$ cat config.mk
export PLATFORM = sky130hd
export DESIGN_NAME = first_fit_fixed_partition_allocator_top
export DESIGN_NICKNAME = d
export VERILOG_FILES = /design/src/ffpa_pkg.sv /design/src/ffpa_ram.sv /design/src/ffpa_ctrl.sv /design/src/ffpa_datapath.sv /design/src/first_fit_fixed_partition_allocator_top.sv
export SDC_FILE = /design/constraint.sdc
export NUM_CORES = 1
export LEC_CHECK = 0
export BUFFER_PORTS_ARGS = -buffer_cell sky130_fd_sc_hd__buf_2
export CAP_MARGIN = 20
export CORE_ASPECT_RATIO = 0.8
export CORE_UTILIZATION = 28
export CTS_BUF_LIST = sky130_fd_sc_hd__clkbuf_4 sky130_fd_sc_hd__clkbuf_8
export DETAILED_ROUTE_END_ITERATION = 6
export HOLD_SLACK_MARGIN = 0.02
export SLEW_MARGIN = 20
export SYNTH_ARGS = -nofsm -noshare
export SYNTH_HDL_FRONTEND = slang
export SYNTH_HIERARCHICAL = 1
export SYNTH_SLANG_ARGS = --single-unit
$ cat constraint.sdc
create_clock -name clk -period 9.83 [get_ports clk]
set_input_delay 0.983 -clock clk [delete_from_list [all_inputs] [get_ports clk]]
set_output_delay 0.983 -clock clk [all_outputs]
set_load 0.02 [all_outputs]
$ cat src/ffpa_pkg.sv
package ffpa_pkg;

  // Default sizing of the slot table and the time counter
  localparam int MAX_SLOTS_DEF = 16;
  localparam int TIME_BITS_DEF = 16;

  // Field widths fixed by the item formats
  localparam int FILL_W   = 8;
  localparam int COUNT_W  = 5;
  localparam int BASE_W   = 12;
  localparam int ADDR_W   = 13;
  localparam int SUM_W    = 12;
  localparam int TOTAL_W  = 16;
  localparam int FIN_W    = 16;
  localparam int IN_DATA_W  = 24;
  localparam int OUT_DATA_W = 96;
  localparam int CFG_IDX_W  = 2;
  localparam int CFG_DATA_W = 12;

  // Register reset values
  localparam logic [COUNT_W-1:0] PART_COUNT_RST = 5'd7;
  localparam logic [FILL_W-1:0]  PART_SIZE_RST  = 8'd8;
  localparam logic [BASE_W-1:0]  OS_BASE_RST    = 12'd8;

  // Saturation limits
  localparam logic [SUM_W-1:0]   SUM_MAX   = 12'hFFF;
  localparam logic [TOTAL_W-1:0] TOTAL_MAX = 16'hFFFF;

  // Configuration register indexes
  localparam logic [CFG_IDX_W-1:0] CFG_PART_COUNT = 2'd0;
  localparam logic [CFG_IDX_W-1:0] CFG_PART_SIZE  = 2'd1;
  localparam logic [CFG_IDX_W-1:0] CFG_OS_BASE    = 2'd2;

  // Input item kinds
  localparam logic MODE_TICK    = 1'b0;
  localparam logic MODE_ARRIVAL = 1'b1;

  typedef enum logic [1:0] {
    ST_IDLE,
    ST_SCAN,
    ST_FINISH
  } ffpa_state_t;

  // Controller to datapath
  typedef struct packed {
    logic start;   // latch the item and clear the scan
    logic issue;   // read the next slot entry
    logic finish;  // load the result register
  } ffpa_cmd_t;

  // Datapath to controller
  typedef struct packed {
    logic more;       // slots left to read
    logic scan_done;  // all partitions in use read and processed
    logic out_free;   // result register can take a new result
  } ffpa_sts_t;

endpackage

$ cat src/ffpa_ram.sv
module ffpa_ram #(
  parameter int WIDTH = 8,
  parameter int DEPTH = 16,
  localparam int AW = (DEPTH > 1) ? $clog2(DEPTH) : 1
) (
  input  logic             clk,
  input  logic             wr_en,
  input  logic [AW-1:0]    wr_addr,
  input  logic [WIDTH-1:0] wr_data,
  input  logic             rd_en,
  input  logic [AW-1:0]    rd_addr,
  output logic [WIDTH-1:0] rd_data
);

  logic [WIDTH-1:0] mem [DEPTH];

  // Write port
  always_ff @(posedge clk) begin
    if (wr_en) begin
      mem[wr_addr] <= wr_data;
    end
  end

  // Registered read port
  always_ff @(posedge clk) begin
    if (rd_en) begin
      rd_data <= mem[rd_addr];
    end
  end

endmodule

$ cat src/ffpa_ctrl.sv
module ffpa_ctrl
  import ffpa_pkg::*;
(
  input  logic      clk,
  input  logic      rst,
  input  logic      in_valid,
  output logic      in_ready,
  input  ffpa_sts_t sts,
  output ffpa_cmd_t cmd
);

  ffpa_state_t state;
  ffpa_state_t state_next;

  // State register
  always_ff @(posedge clk) begin
    if (rst) begin
      state <= ST_IDLE;
    end else begin
      state <= state_next;
    end
  end

  // Next state
  always_comb begin
    state_next = state;
    unique case (state)
      ST_IDLE: begin
        if (in_valid) begin
          state_next = ST_SCAN;
        end
      end
      ST_SCAN: begin
        if (sts.scan_done) begin
          state_next = ST_FINISH;
        end
      end
      ST_FINISH: begin
        if (sts.out_free) begin
          state_next = ST_IDLE;
        end
      end
      default: state_next = ST_IDLE;
    endcase
  end

  // Outputs
  always_comb begin
    in_ready   = 1'b0;
    cmd.start  = 1'b0;
    cmd.issue  = 1'b0;
    cmd.finish = 1'b0;
    unique case (state)
      ST_IDLE: begin
        in_ready  = 1'b1;
        cmd.start = in_valid;
      end
      ST_SCAN: begin
        cmd.issue = sts.more;
      end
      ST_FINISH: begin
        cmd.finish = sts.out_free;
      end
      default: begin
        in_ready = 1'b0;
      end
    endcase
  end

endmodule

$ cat src/ffpa_datapath.sv
module ffpa_datapath
  import ffpa_pkg::*;
#(
  parameter int MAX_SLOTS = MAX_SLOTS_DEF,
  parameter int TIME_BITS = TIME_BITS_DEF
) (
  input  logic                  clk,
  input  logic                  rst,
  input  logic                  cfg_valid,
  input  logic [CFG_IDX_W-1:0]  cfg_index,
  input  logic [CFG_DATA_W-1:0] cfg_data,
  input  logic                  in_mode,
  input  logic [FILL_W-1:0]     in_req,
  input  logic [FIN_W-1:0]      in_fin,
  input  ffpa_cmd_t             cmd,
  output ffpa_sts_t             sts,
  output logic                  out_valid,
  input  logic                  out_ready,
  output logic [OUT_DATA_W-1:0] out_data
);

  localparam int IDX_W = (MAX_SLOTS > 1) ? $clog2(MAX_SLOTS) : 1;
  localparam int CNT_W = $clog2(MAX_SLOTS + 1);
  localparam int ENT_W = FILL_W + TIME_BITS;

  logic [COUNT_W-1:0]   part_count;
  logic [FILL_W-1:0]    part_size;
  logic [BASE_W-1:0]    os_base;
  logic [CNT_W-1:0]     count_use;

  logic                 mode_q;
  logic [FILL_W-1:0]    req_q;
  logic [TIME_BITS-1:0] fin_q;
  logic [TIME_BITS-1:0] time_q;
  logic [TOTAL_W-1:0]   arrivals_q;
  logic [TOTAL_W-1:0]   failures_q;
  logic [TOTAL_W-1:0]   failures_next;

  logic [CNT_W-1:0]     rd_idx;
  logic                 proc_vld;
  logic [IDX_W-1:0]     proc_idx;
  logic [ADDR_W-1:0]    addr_acc;
  logic                 placed_q;
  logic [IDX_W-1:0]     slot_q;
  logic [ADDR_W-1:0]    addr_q;
  logic [SUM_W-1:0]     waste_acc;
  logic [SUM_W-1:0]     used_acc;
  logic [CNT_W-1:0]     freed_q;
  logic [MAX_SLOTS-1:0] busy;

  logic [ENT_W-1:0]     rd_data;
  logic [FILL_W-1:0]    ent_fill;
  logic [TIME_BITS-1:0] ent_end;
  logic                 ent_busy;
  logic                 take;
  logic                 release_slot;
  logic                 counted;
  logic [FILL_W-1:0]    eff_fill;
  logic [FILL_W-1:0]    waste_add;
  logic [SUM_W:0]       waste_sum;
  logic [SUM_W:0]       used_sum;
  logic                 out_valid_q;

  // Configuration registers
  always_ff @(posedge clk) begin
    if (rst) begin
      part_count <= PART_COUNT_RST;
      part_size  <= PART_SIZE_RST;
      os_base    <= OS_BASE_RST;
    end else if (cfg_valid) begin
      unique case (cfg_index)
        CFG_PART_COUNT: part_count <= cfg_data[COUNT_W-1:0];
        CFG_PART_SIZE:  part_size  <= cfg_data[FILL_W-1:0];
        CFG_OS_BASE:    os_base    <= cfg_data[BASE_W-1:0];
        default: ;
      endcase
    end
  end

  // Clamp the partition count to the slots that exist
  assign count_use = (32'(part_count) > MAX_SLOTS) ? CNT_W'(MAX_SLOTS)
                                                   : CNT_W'(part_count);

  // Slot entry table: fill in the low bits, finish time above
  ffpa_ram #(
    .WIDTH (ENT_W),
    .DEPTH (MAX_SLOTS)
  ) u_slot_ram (
    .clk     (clk),
    .wr_en   (take),
    .wr_addr (proc_idx),
    .wr_data ({fin_q, req_q}),
    .rd_en   (cmd.issue),
    .rd_addr (rd_idx[IDX_W-1:0]),
    .rd_data (rd_data)
  );

  assign ent_fill = rd_data[FILL_W-1:0];
  assign ent_end  = rd_data[ENT_W-1:FILL_W];
  assign ent_busy = busy[proc_idx];

  // Per-slot decision for the entry read in the previous cycle
  always_comb begin
    take         = proc_vld && (mode_q == MODE_ARRIVAL) && !placed_q && !ent_busy
                   && (req_q <= part_size);
    release_slot = proc_vld && (mode_q == MODE_TICK) && ent_busy && (ent_end == time_q);
    counted      = proc_vld && ((ent_busy && !release_slot) || take);
    eff_fill     = take ? req_q : ent_fill;
    waste_add    = (part_size > eff_fill) ? (part_size - eff_fill) : '0;
    waste_sum    = {1'b0, waste_acc} + (SUM_W + 1)'(waste_add);
    used_sum     = {1'b0, used_acc} + (SUM_W + 1)'(eff_fill);
  end

  // Pipeline valid
  always_ff @(posedge clk) begin
    if (rst) begin
      proc_vld <= 1'b0;
    end else begin
      proc_vld <= cmd.issue;
    end
  end

  // Item latch, scan pointer, scan accumulators and placement result
  always_ff @(posedge clk) begin
    if (cmd.start) begin
      mode_q    <= in_mode;
      req_q     <= in_req;
      fin_q     <= TIME_BITS'(in_fin);
      rd_idx    <= '0;
      addr_acc  <= ADDR_W'(os_base);
      placed_q  <= 1'b0;
      slot_q    <= '0;
      addr_q    <= '0;
      waste_acc <= '0;
      used_acc  <= '0;
      freed_q   <= '0;
    end else begin
      if (cmd.issue) begin
        rd_idx   <= rd_idx + CNT_W'(1);
        proc_idx <= rd_idx[IDX_W-1:0];
      end
      if (proc_vld) begin
        addr_acc <= addr_acc + ADDR_W'(part_size);
      end
      if (take) begin
        placed_q <= 1'b1;
        slot_q   <= proc_idx;
        addr_q   <= addr_acc;
      end
      if (release_slot) begin
        freed_q <= freed_q + CNT_W'(1);
      end
      if (counted) begin
        waste_acc <= (waste_sum > (SUM_W + 1)'(SUM_MAX)) ? SUM_MAX : waste_sum[SUM_W-1:0];
        used_acc  <= (used_sum > (SUM_W + 1)'(SUM_MAX)) ? SUM_MAX : used_sum[SUM_W-1:0];
      end
    end
  end

  // Occupancy bits
  always_ff @(posedge clk) begin
    if (rst) begin
      busy <= '0;
    end else if (take) begin
      busy[proc_idx] <= 1'b1;
    end else if (release_slot) begin
      busy[proc_idx] <= 1'b0;
    end
  end

  // Time counter and running totals
  assign failures_next = ((mode_q == MODE_ARRIVAL) && !placed_q && (failures_q != TOTAL_MAX))
                         ? failures_q + TOTAL_W'(1) : failures_q;

  always_ff @(posedge clk) begin
    if (rst) begin
      time_q     <= '0;
      arrivals_q <= '0;
      failures_q <= '0;
    end else begin
      if (cmd.start) begin
        if (in_mode == MODE_TICK) begin
          time_q <= time_q + TIME_BITS'(1);
        end else if (arrivals_q != TOTAL_MAX) begin
          arrivals_q <= arrivals_q + TOTAL_W'(1);
        end
      end
      if (cmd.finish) begin
        failures_q <= failures_next;
      end
    end
  end

  // Result register, held until the transaction completes
  always_ff @(posedge clk) begin
    if (rst) begin
      out_valid_q <= 1'b0;
    end else if (cmd.finish) begin
      out_valid_q <= 1'b1;
    end else if (out_ready) begin
      out_valid_q <= 1'b0;
    end
  end

  always_ff @(posedge clk) begin
    if (cmd.finish) begin
      out_data <= {1'b0, 16'(time_q), 5'(freed_q), arrivals_q, failures_next,
                   used_acc, waste_acc, addr_q, 4'(slot_q), placed_q};
    end
  end

  assign out_valid     = out_valid_q;
  assign sts.more      = rd_idx < count_use;
  assign sts.scan_done = !(rd_idx < count_use) && !proc_vld;
  assign sts.out_free  = !out_valid_q || out_ready;

endmodule

$ cat src/first_fit_fixed_partition_allocator_top.sv
// First-fit allocator over equal fixed partitions starting at os_base. A tick
// transaction (tuser 0) advances the time counter and frees every partition whose
// finish time matches; an arrival transaction (tuser 1) takes the lowest free
// partition that fits. Each input transaction yields one result transaction with
// placement, occupancy sums and running totals. One item is in work at a time: the
// next is accepted once the slot table has been read, one partition per cycle through
// a single RAM read port, and the result loaded. The result register lets the next
// item be accepted while a result waits. The configuration port is always ready;
// write it only while the block is idle.
module first_fit_fixed_partition_allocator_top
  import ffpa_pkg::*;
#(
  parameter int MAX_SLOTS = MAX_SLOTS_DEF,
  parameter int TIME_BITS = TIME_BITS_DEF
) (
  input  logic                  clk,
  input  logic                  rst,
  input  logic                  cfg_valid,
  output logic                  cfg_ready,
  input  logic [CFG_IDX_W-1:0]  cfg_index,
  input  logic [CFG_DATA_W-1:0] cfg_data,
  input  logic                  s_axis_tvalid,
  output logic                  s_axis_tready,
  // request_size[7:0], finish_time[23:8]
  input  logic [IN_DATA_W-1:0]  s_axis_tdata,
  // mode[0]
  input  logic                  s_axis_tuser,
  output logic                  m_axis_tvalid,
  input  logic                  m_axis_tready,
  // placed[0], slot_index[4:1], start_address[17:5], internal_waste[29:18],
  // used_space[41:30], failure_total[57:42], arrival_total[73:58],
  // freed_now[78:74], time_now[94:79], zero[95]
  output logic [OUT_DATA_W-1:0] m_axis_tdata
);

  ffpa_cmd_t cmd;
  ffpa_sts_t sts;

  assign cfg_ready = 1'b1;

  ffpa_ctrl u_ctrl (
    .clk      (clk),
    .rst      (rst),
    .in_valid (s_axis_tvalid),
    .in_ready (s_axis_tready),
    .sts      (sts),
    .cmd      (cmd)
  );

  ffpa_datapath #(
    .MAX_SLOTS (MAX_SLOTS),
    .TIME_BITS (TIME_BITS)
  ) u_datapath (
    .clk       (clk),
    .rst       (rst),
    .cfg_valid (cfg_valid),
    .cfg_index (cfg_index),
    .cfg_data  (cfg_data),
    .in_mode   (s_axis_tuser),
    .in_req    (s_axis_tdata[FILL_W-1:0]),
    .in_fin    (s_axis_tdata[FILL_W+FIN_W-1:FILL_W]),
    .cmd       (cmd),
    .sts       (sts),
    .out_valid (m_axis_tvalid),
    .out_ready (m_axis_tready),
    .out_data  (m_axis_tdata)
  );

`ifndef NO_ASSERTIONS
  // One item at a time: after a transaction the input side closes
  a_one_item: assert property (@(posedge clk) disable iff (rst)
    (s_axis_tvalid && s_axis_tready) |=> !s_axis_tready)
    else $error("input accepted while an item is in work");

  // A result is loaded only into a free result register
  a_no_overwrite: assert property (@(posedge clk) disable iff (rst)
    cmd.finish |-> (!m_axis_tvalid || m_axis_tready))
    else $error("result register overwritten");

  // A new result shows up only after the finish step
  a_result_source: assert property (@(posedge clk) disable iff (rst)
    $rose(m_axis_tvalid) |-> $past(cmd.finish))
    else $error("result valid without a finished item");
`endif

endmodule

# After elaboration in Yosys (flattened, before gate mapping)
# Memories as Yosys holds them, arrays and structs flattened. A register that Yosys moved wholly into a read port is not among the register bits.
# Index checks and enable logic that the tools add are counted.
# W data, S select, Z words.
# totals
mem_bits_rw	384
input_bits	44
reg_bits	282
n_memories	1
# op_classes
n_addsub	9
n_lt_le_gt_ge	8
bitwise	6
n_mux	26
eq_ne	10
n_reduce_logical	33
# memory_table
memory	words	width	rd	rd_ports_with_merged_regs	write_ports	line_no	rtl
u_datapath.u_slot_ram.mem	16	24	1	1	1	ffpa_ram.sv:15	logic [WIDTH-1:0] mem [DEPTH];
# op_table
op	n
$add A16 B1 Y16 const B	3
$mux W12	4
$mux W16	3
$ne A16 B16 Y1 const B	2
$add A12 B8 Y13	2
$gt A13 B12 Y1 const B	2
$and A16 B16 Y16	1
$eq A16 B16 Y1	1
$mux W8	2
$not A16 Y16	1
$or A16 B16 Y16	1
$add A13 B8 Y13	1
$logic_and A1 B1 Y1	13
$add A5 B1 Y5 const B	2
$mux W1	10
$reduce_and A2 Y1	5
$gt A8 B8 Y1	1
$le A8 B8 Y1	1
$sub A8 B8 Y8	1
$logic_not A1 Y1	6
$mux W2	3
$pmux W2 S3	1
$reduce_and A3 Y1	2
$reduce_bool A2 Y1	3
14 further kinds	21

# Longest topological paths before layout
# logic_depth
word_depth	11
ltp_mapped	27
ltp_nobuf	26

# Cells and area by module
# The synthesis kept the hierarchy.
# by_module_without_submodules
mod	cells_per_inst	n_inst	area_each_um2
ffpa_ram	636	1	15170.8
ffpa_datapath	1125	1	12315.6
ffpa_ctrl	12	1	106.4
first_fit_fixed_partition_allocator_top	2	1	11.3

# Worst setup path after synthesis
# OpenSTA, ideal clock, no wires.
# synth_timing
path_type	input port to flip-flop
startpoint	in m_axis_tready
endpoint	reg u_datapath.failures_q[15]
arrival_ps	6466
path_stages	9
setup_time_ps	128
slack_ps	3236
cell_sequence	nand2b_1 -> nand2_1 -> nor2_1 -> clkbuf_1 -> inv_1 -> nor4_1 -> nor2b_1 -> xnor2_1 -> nor2_1
# synth_rtl
item	line_no	rtl
start: declaration	first_fit_fixed_partition_allocator_top.sv:29	input logic m_axis_tready,
end signal: assignment	ffpa_datapath.sv:189	failures_q <= failures_next;
end: declaration	ffpa_datapath.sv:36	logic [TOTAL_W-1:0] failures_q;

# Final worst setup path
# layout_timing
startpoint	reg u_datapath.proc_idx[0]
endpoint	reg u_datapath.waste_acc[3]
# layout_via
elab_chain_cells	11
elab_cells_between_ends	18
# layout_lines
item	line_no	rtl
start: declaration	ffpa_datapath.sv:41	logic [IDX_W-1:0] proc_idx;
start signal: assignment	ffpa_datapath.sv:140	proc_idx <= rd_idx[IDX_W-1:0];
$bmux W1 S4 (*)	ffpa_datapath.sv:100	assign ent_busy = busy[proc_idx];
$mux W1 (not written as such) (*)	ffpa_datapath.sv:100	
$logic_not A1 Y1	ffpa_datapath.sv:104	take = proc_vld && (mode_q == MODE_ARRIVAL) && !placed_q && !ent_busy
$logic_and A1 B1 Y1	ffpa_datapath.sv:104	
$logic_and A1 B1 Y1	ffpa_datapath.sv:105	&& (req_q <= part_size);
$mux W8	ffpa_datapath.sv:108	eff_fill = take ? req_q : ent_fill;
$sub A8 B8 Y8 or $gt A8 B8 Y1 (tied branches)	ffpa_datapath.sv:109	waste_add = (part_size > eff_fill) ? (part_size - eff_fill) : '0;
$mux W8	ffpa_datapath.sv:109	
$add A12 B8 Y13	ffpa_datapath.sv:110	waste_sum = {1'b0, waste_acc} + (SUM_W + 1)'(waste_add);
$gt A13 B12 Y1	ffpa_datapath.sv:154	waste_acc <= (waste_sum > (SUM_W + 1)'(SUM_MAX)) ? SUM_MAX : waste_sum[SUM_W-1:0];
$mux W12	ffpa_datapath.sv:154	
end signal: assignment	ffpa_datapath.sv:154	
end: declaration	ffpa_datapath.sv:46	logic [SUM_W-1:0] waste_acc;
# Mark *: on every way between the ends. The rest lies on a longest branch, timed or not. The select of a mux whose other input is x is not followed.
# A chain may end at the register's enable or synchronous reset.

==> out/qor.txt <==
GRT
------------------------------------------------------------------------------------
Overall track demand over capacity in global routing ..................        12.4%
Total overflow reported by the global router ..........................            0
Pin count of the biggest net entering global routing ..................           94
Number of antenna violations at the first check in global routing .....            7
Global-route wire length before repair ................................      94.9 mm
Vias in the first global route ........................................        15.8k

CLOCK TREE
------------------------------------------------------------------------------------
CTS tree ..............................................................         done
Deepest clock path buffer count .......................................            3
H-tree depth reported by CTS ..........................................            3
Cell chosen for the clock root ........................................ sky130_fd_sc_hd__clkbuf_8
Skew-Pair Late Insertion Delay ........................................       710 ps
CTS Sinks .............................................................          690
Number of clock buffers inserted by TritonCTS .........................          106
Setup Fix Bufs, Post-CTS ..............................................            0
Post-CTS Hold Buffers .................................................            0
Resize count post-CTS .................................................            0
Clock transition at the registers of the reported paths ...............        60 ps

TIMING
------------------------------------------------------------------------------------
Worst clock skew ......................................................      40.2 ps
Finish-stage setup viols ..............................................            0
Setup TNS .............................................................         0 ps
Unrepaired setup endpoints after global routing .......................        false
Crit share post-route .................................................        76.4%
Slew margin rel. ......................................................        27.2%
Maximum achievable frequency ..........................................    0.133 GHz
Slew of the pin with the lowest slew margin ...........................      1090 ps
Post-layout min period ................................................      7510 ps
Final setup slack of the worst path ...................................      2320 ps
Final-report max-slew violation count .................................            0
Final Hold Vio Count ..................................................            0

DETAILED ROUTING
------------------------------------------------------------------------------------
Wire length after detailed routing ....................................      63.5 mm
Avg WL per Cell ....................................................... 18.9 microns
First-iteration detailed-routing DRC count ............................         1002
DR vias ...............................................................        15.7k
Post-route DRC ........................................................            0
Via count normalized by instance count ................................         4.67
Number of optimization iterations in the first detailed-route pass ....            5
Number of nets with antenna violations after detailed routing .........            0

LOGIC SYNTHESIS
------------------------------------------------------------------------------------
Cells taking the most area after synthesis ............................ sky130_fd_sc_hd__edfxtp_1 (59%), sky130_fd_sc_hd__dfxtp_1 (11%), sky130_fd_sc_hd__mux4_2 (8.2%)
Number of enable flip-flop cells after synthesis ......................          544
Proportion of synthesized flip-flops having asynchronous set or reset .           0%
Post-synthesis instance area ..........................................  27600 sq um
Synth Warn # ..........................................................            6
Sequential element share of the synthesized area ......................        69.8%
Yosys top cell area share .............................................        59.2%
Number of register bits inferred by synthesis .........................          690
Mapped Nets ...........................................................         1872
Mean Syn Cell Area ....................................................   15.6 sq um
Number of unique standard cell types used by synthesis ................           61
Cell count after synthesis ............................................         1775
Flip-flop cell with the highest count after synthesis ................. sky130_fd_sc_hd__edfxtp_1
Leading area contributor after synthesis .............................. sky130_fd_sc_hd__edfxtp_1

PLACEMENT
------------------------------------------------------------------------------------
HPWL Detailed .........................................................      37.4 mm
# placed instances ....................................................         3156
Number of buffer cells added on primary ports .........................          140
Pre-CTS setup slack ...................................................      2450 ps
Final weighted congestion in routability-driven placement .............        0.808

SETUP PATH
------------------------------------------------------------------------------------
Critical-path maximum fanout ..........................................           23
Critical path's slowest cell .......................................... sky130_fd_sc_hd__edfxtp_1
Top delay family on crit path ......................................... compound AO/OA/AOI/OAI gates
Critical path's largest stage delay ...................................       930 ps
Crit path buf inv count ...............................................            1
Type of the setup path with the least slack ........................... register to register
Type of element launching the critical path ...........................     register
Critical Path End Type ................................................     register
Crit-path cells ....................................................... mux4_2, mux4_2, nand2b_1, nor4_4, mux2_2, ha_1, inv_1, fa_1, a21o_1, a21oi_1, o21ai_0, a21oi_1, nor2b_1, o31ai_1, nor2_1, ha_1, fa_1, a21o_1, a21oi_1, nand2b_1, a21oi_1, nand2_1, a311oi_1
Most common cell type on the critical path ............................ sky130_fd_sc_hd__a21oi_1
Endpoint required time on the critical path ...........................     10350 ps
WP data arrival .......................................................      8030 ps

CELLS AND AREA
------------------------------------------------------------------------------------
Post-synthesis to final-layout area growth ............................        16.3%
Ratio of cells with drive above 1 in the final layout .................        23.9%
Number of standard cells in the layout, taps in and fillers out .......         3362
Count of fill cells added during filler insertion .....................         9418
Commonest non-fill, non-tap cell in the layout ........................ sky130_fd_sc_hd__edfxtp_1
Most used cells in the layout excluding fill and tap cells ............ sky130_fd_sc_hd__edfxtp_1 (544), sky130_fd_sc_hd__dfxtp_1 (144), sky130_fd_sc_hd__buf_2 (140)
Net count reported at finish ..........................................         2065

FLOORPLAN
------------------------------------------------------------------------------------
Height of the die .....................................................  283 microns
Number of cell rows ...................................................          102
Die Width .............................................................  353 microns
Core region area ......................................................  97200 sq um
I/O pins ..............................................................          143
Total die area ........................................................  99900 sq um
Starting density of the core ..........................................        28.4%

STATUS
------------------------------------------------------------------------------------
Result of the run ..................................................... finished clean

POWER
------------------------------------------------------------------------------------
Worst vdd ir ..........................................................       120 uV
Total power density per cell area .....................................  202 nW/um^2
Reported leakage power ................................................      10.6 nW
Pwr Total .............................................................      6.47 mW

FLOW RUN
------------------------------------------------------------------------------------
Max-cap violation count ...............................................            0

WORST HOLD PATH
------------------------------------------------------------------------------------
Class of the tightest hold or removal check ........................... register to register

-- per-layer routing --
metal  GRT usage, %  vias to the layer above  part of all wire, %
met1           16.4                     7934                   44
met3           2.80                      114                  5.9
met5              0                        -                 0.10
li1               -                     7168                    -
met2           20.5                      459                   48
met4           3.67                       10                  2.2
-- power breakdown --
part / switching [mW] / internal, mW / leakage [nW]
Combinational: 0.372 / 0.377 / 3.35
Clock: 1.10 / 1.27 / 1.15
Sequential: 0.122 / 3.23 / 6.06
-- cell type report --
type	instances	area [sq um]	area share (%)
sequential	690	19300	60.0
clock buffer	163	1910	5.93
tap	1300	1630	5.07
multi-input combinational	959	7920	24.7
inverter	46	173	0.538
antenna	1	2.50	0.00779
timing repair buffer	165	988	3.08
clock inverter	38	229	0.713
-- worst paths after layout --
path	from	to	slack, ps	cells past startpoint
worst max-delay path	u_datapath/proc_idx[0]	u_datapath/waste_acc[3]	2320	23
worst min register to register	u_datapath/addr_q[7]	u_datapath/out_data[12]	420	0
worst min-delay path	u_datapath/addr_q[7]	u_datapath/out_data[12]	420	0
worst max register to register	u_datapath/proc_idx[0]	u_datapath/waste_acc[3]	2320	23
-- cell families after synthesis --
| kind of cell | synth area share [%] |
|---|---|
| mux | 9.70 |
| compound gates | 5.43 |
| simple gates | 7.43 |
| buf+inv | 1.99 |
| flops | 69.8 |
| fa+ha+maj | 2.51 |
| other cells | 0.0272 |
| xor+xnor | 3.14 |
-- sequential cells by signal (all words and copies together) (netlist names), 2 cells and up, named ones only --
signal,flops
u_datapath/used_acc,12
u_datapath/waste_acc,12
u_datapath/out_data,95
u_datapath/time_q,16
u_datapath/addr_acc,13
u_ctrl/state,2
u_datapath/freed_q,5
u_datapath/os_base,12
u_datapath/failures_q,16
u_datapath/part_count,5
u_datapath/u_slot_ram/rd_data,24
u_datapath/addr_q,13
u_datapath/slot_q,4
u_datapath/fin_q,16
u_datapath/part_size,8
u_datapath/req_q,8
u_datapath/rd_idx,5
u_datapath/u_slot_ram/mem,384
u_datapath/arrivals_q,16
u_datapath/proc_idx,4
-- synthesized netlist by cell type (all sizes together), types with 16 or more instances --
| cell type | number |
|---|---|
| edfxtp | 544 |
| nor2 | 149 |
| dfxtp | 146 |
| nand2 | 125 |
| mux4 | 101 |
| a21oi | 65 |
| xnor2 | 55 |
| clkbuf | 53 |
| o21ai | 50 |
| ha | 49 |
| a22oi | 48 |
| inv | 46 |
| xor2 | 44 |
| mux2i | 29 |
| buf | 27 |
| nand3 | 24 |
| nand4 | 21 |
| nor2b | 18 |
| nor3 | 18 |
| a311oi | 17 |
| nand2b | 16 |
-- stage by stage --
| stage | hold WS (ps) | utilization, % | cell area, sq um |
|---|---|---|---|
| floorplan | 408 | - | 27600 |
| global placement | 419 | 30.7 | 29800 |
| detailed placement | 417 | 30.7 | 29900 |
| CTS | 378 | 32.9 | 32000 |
| global route | 392 | 33.0 | 32100 |
| finish | 419 | 33.0 | 32100 |
No activity file was read; power rests on OpenSTA's default activity.
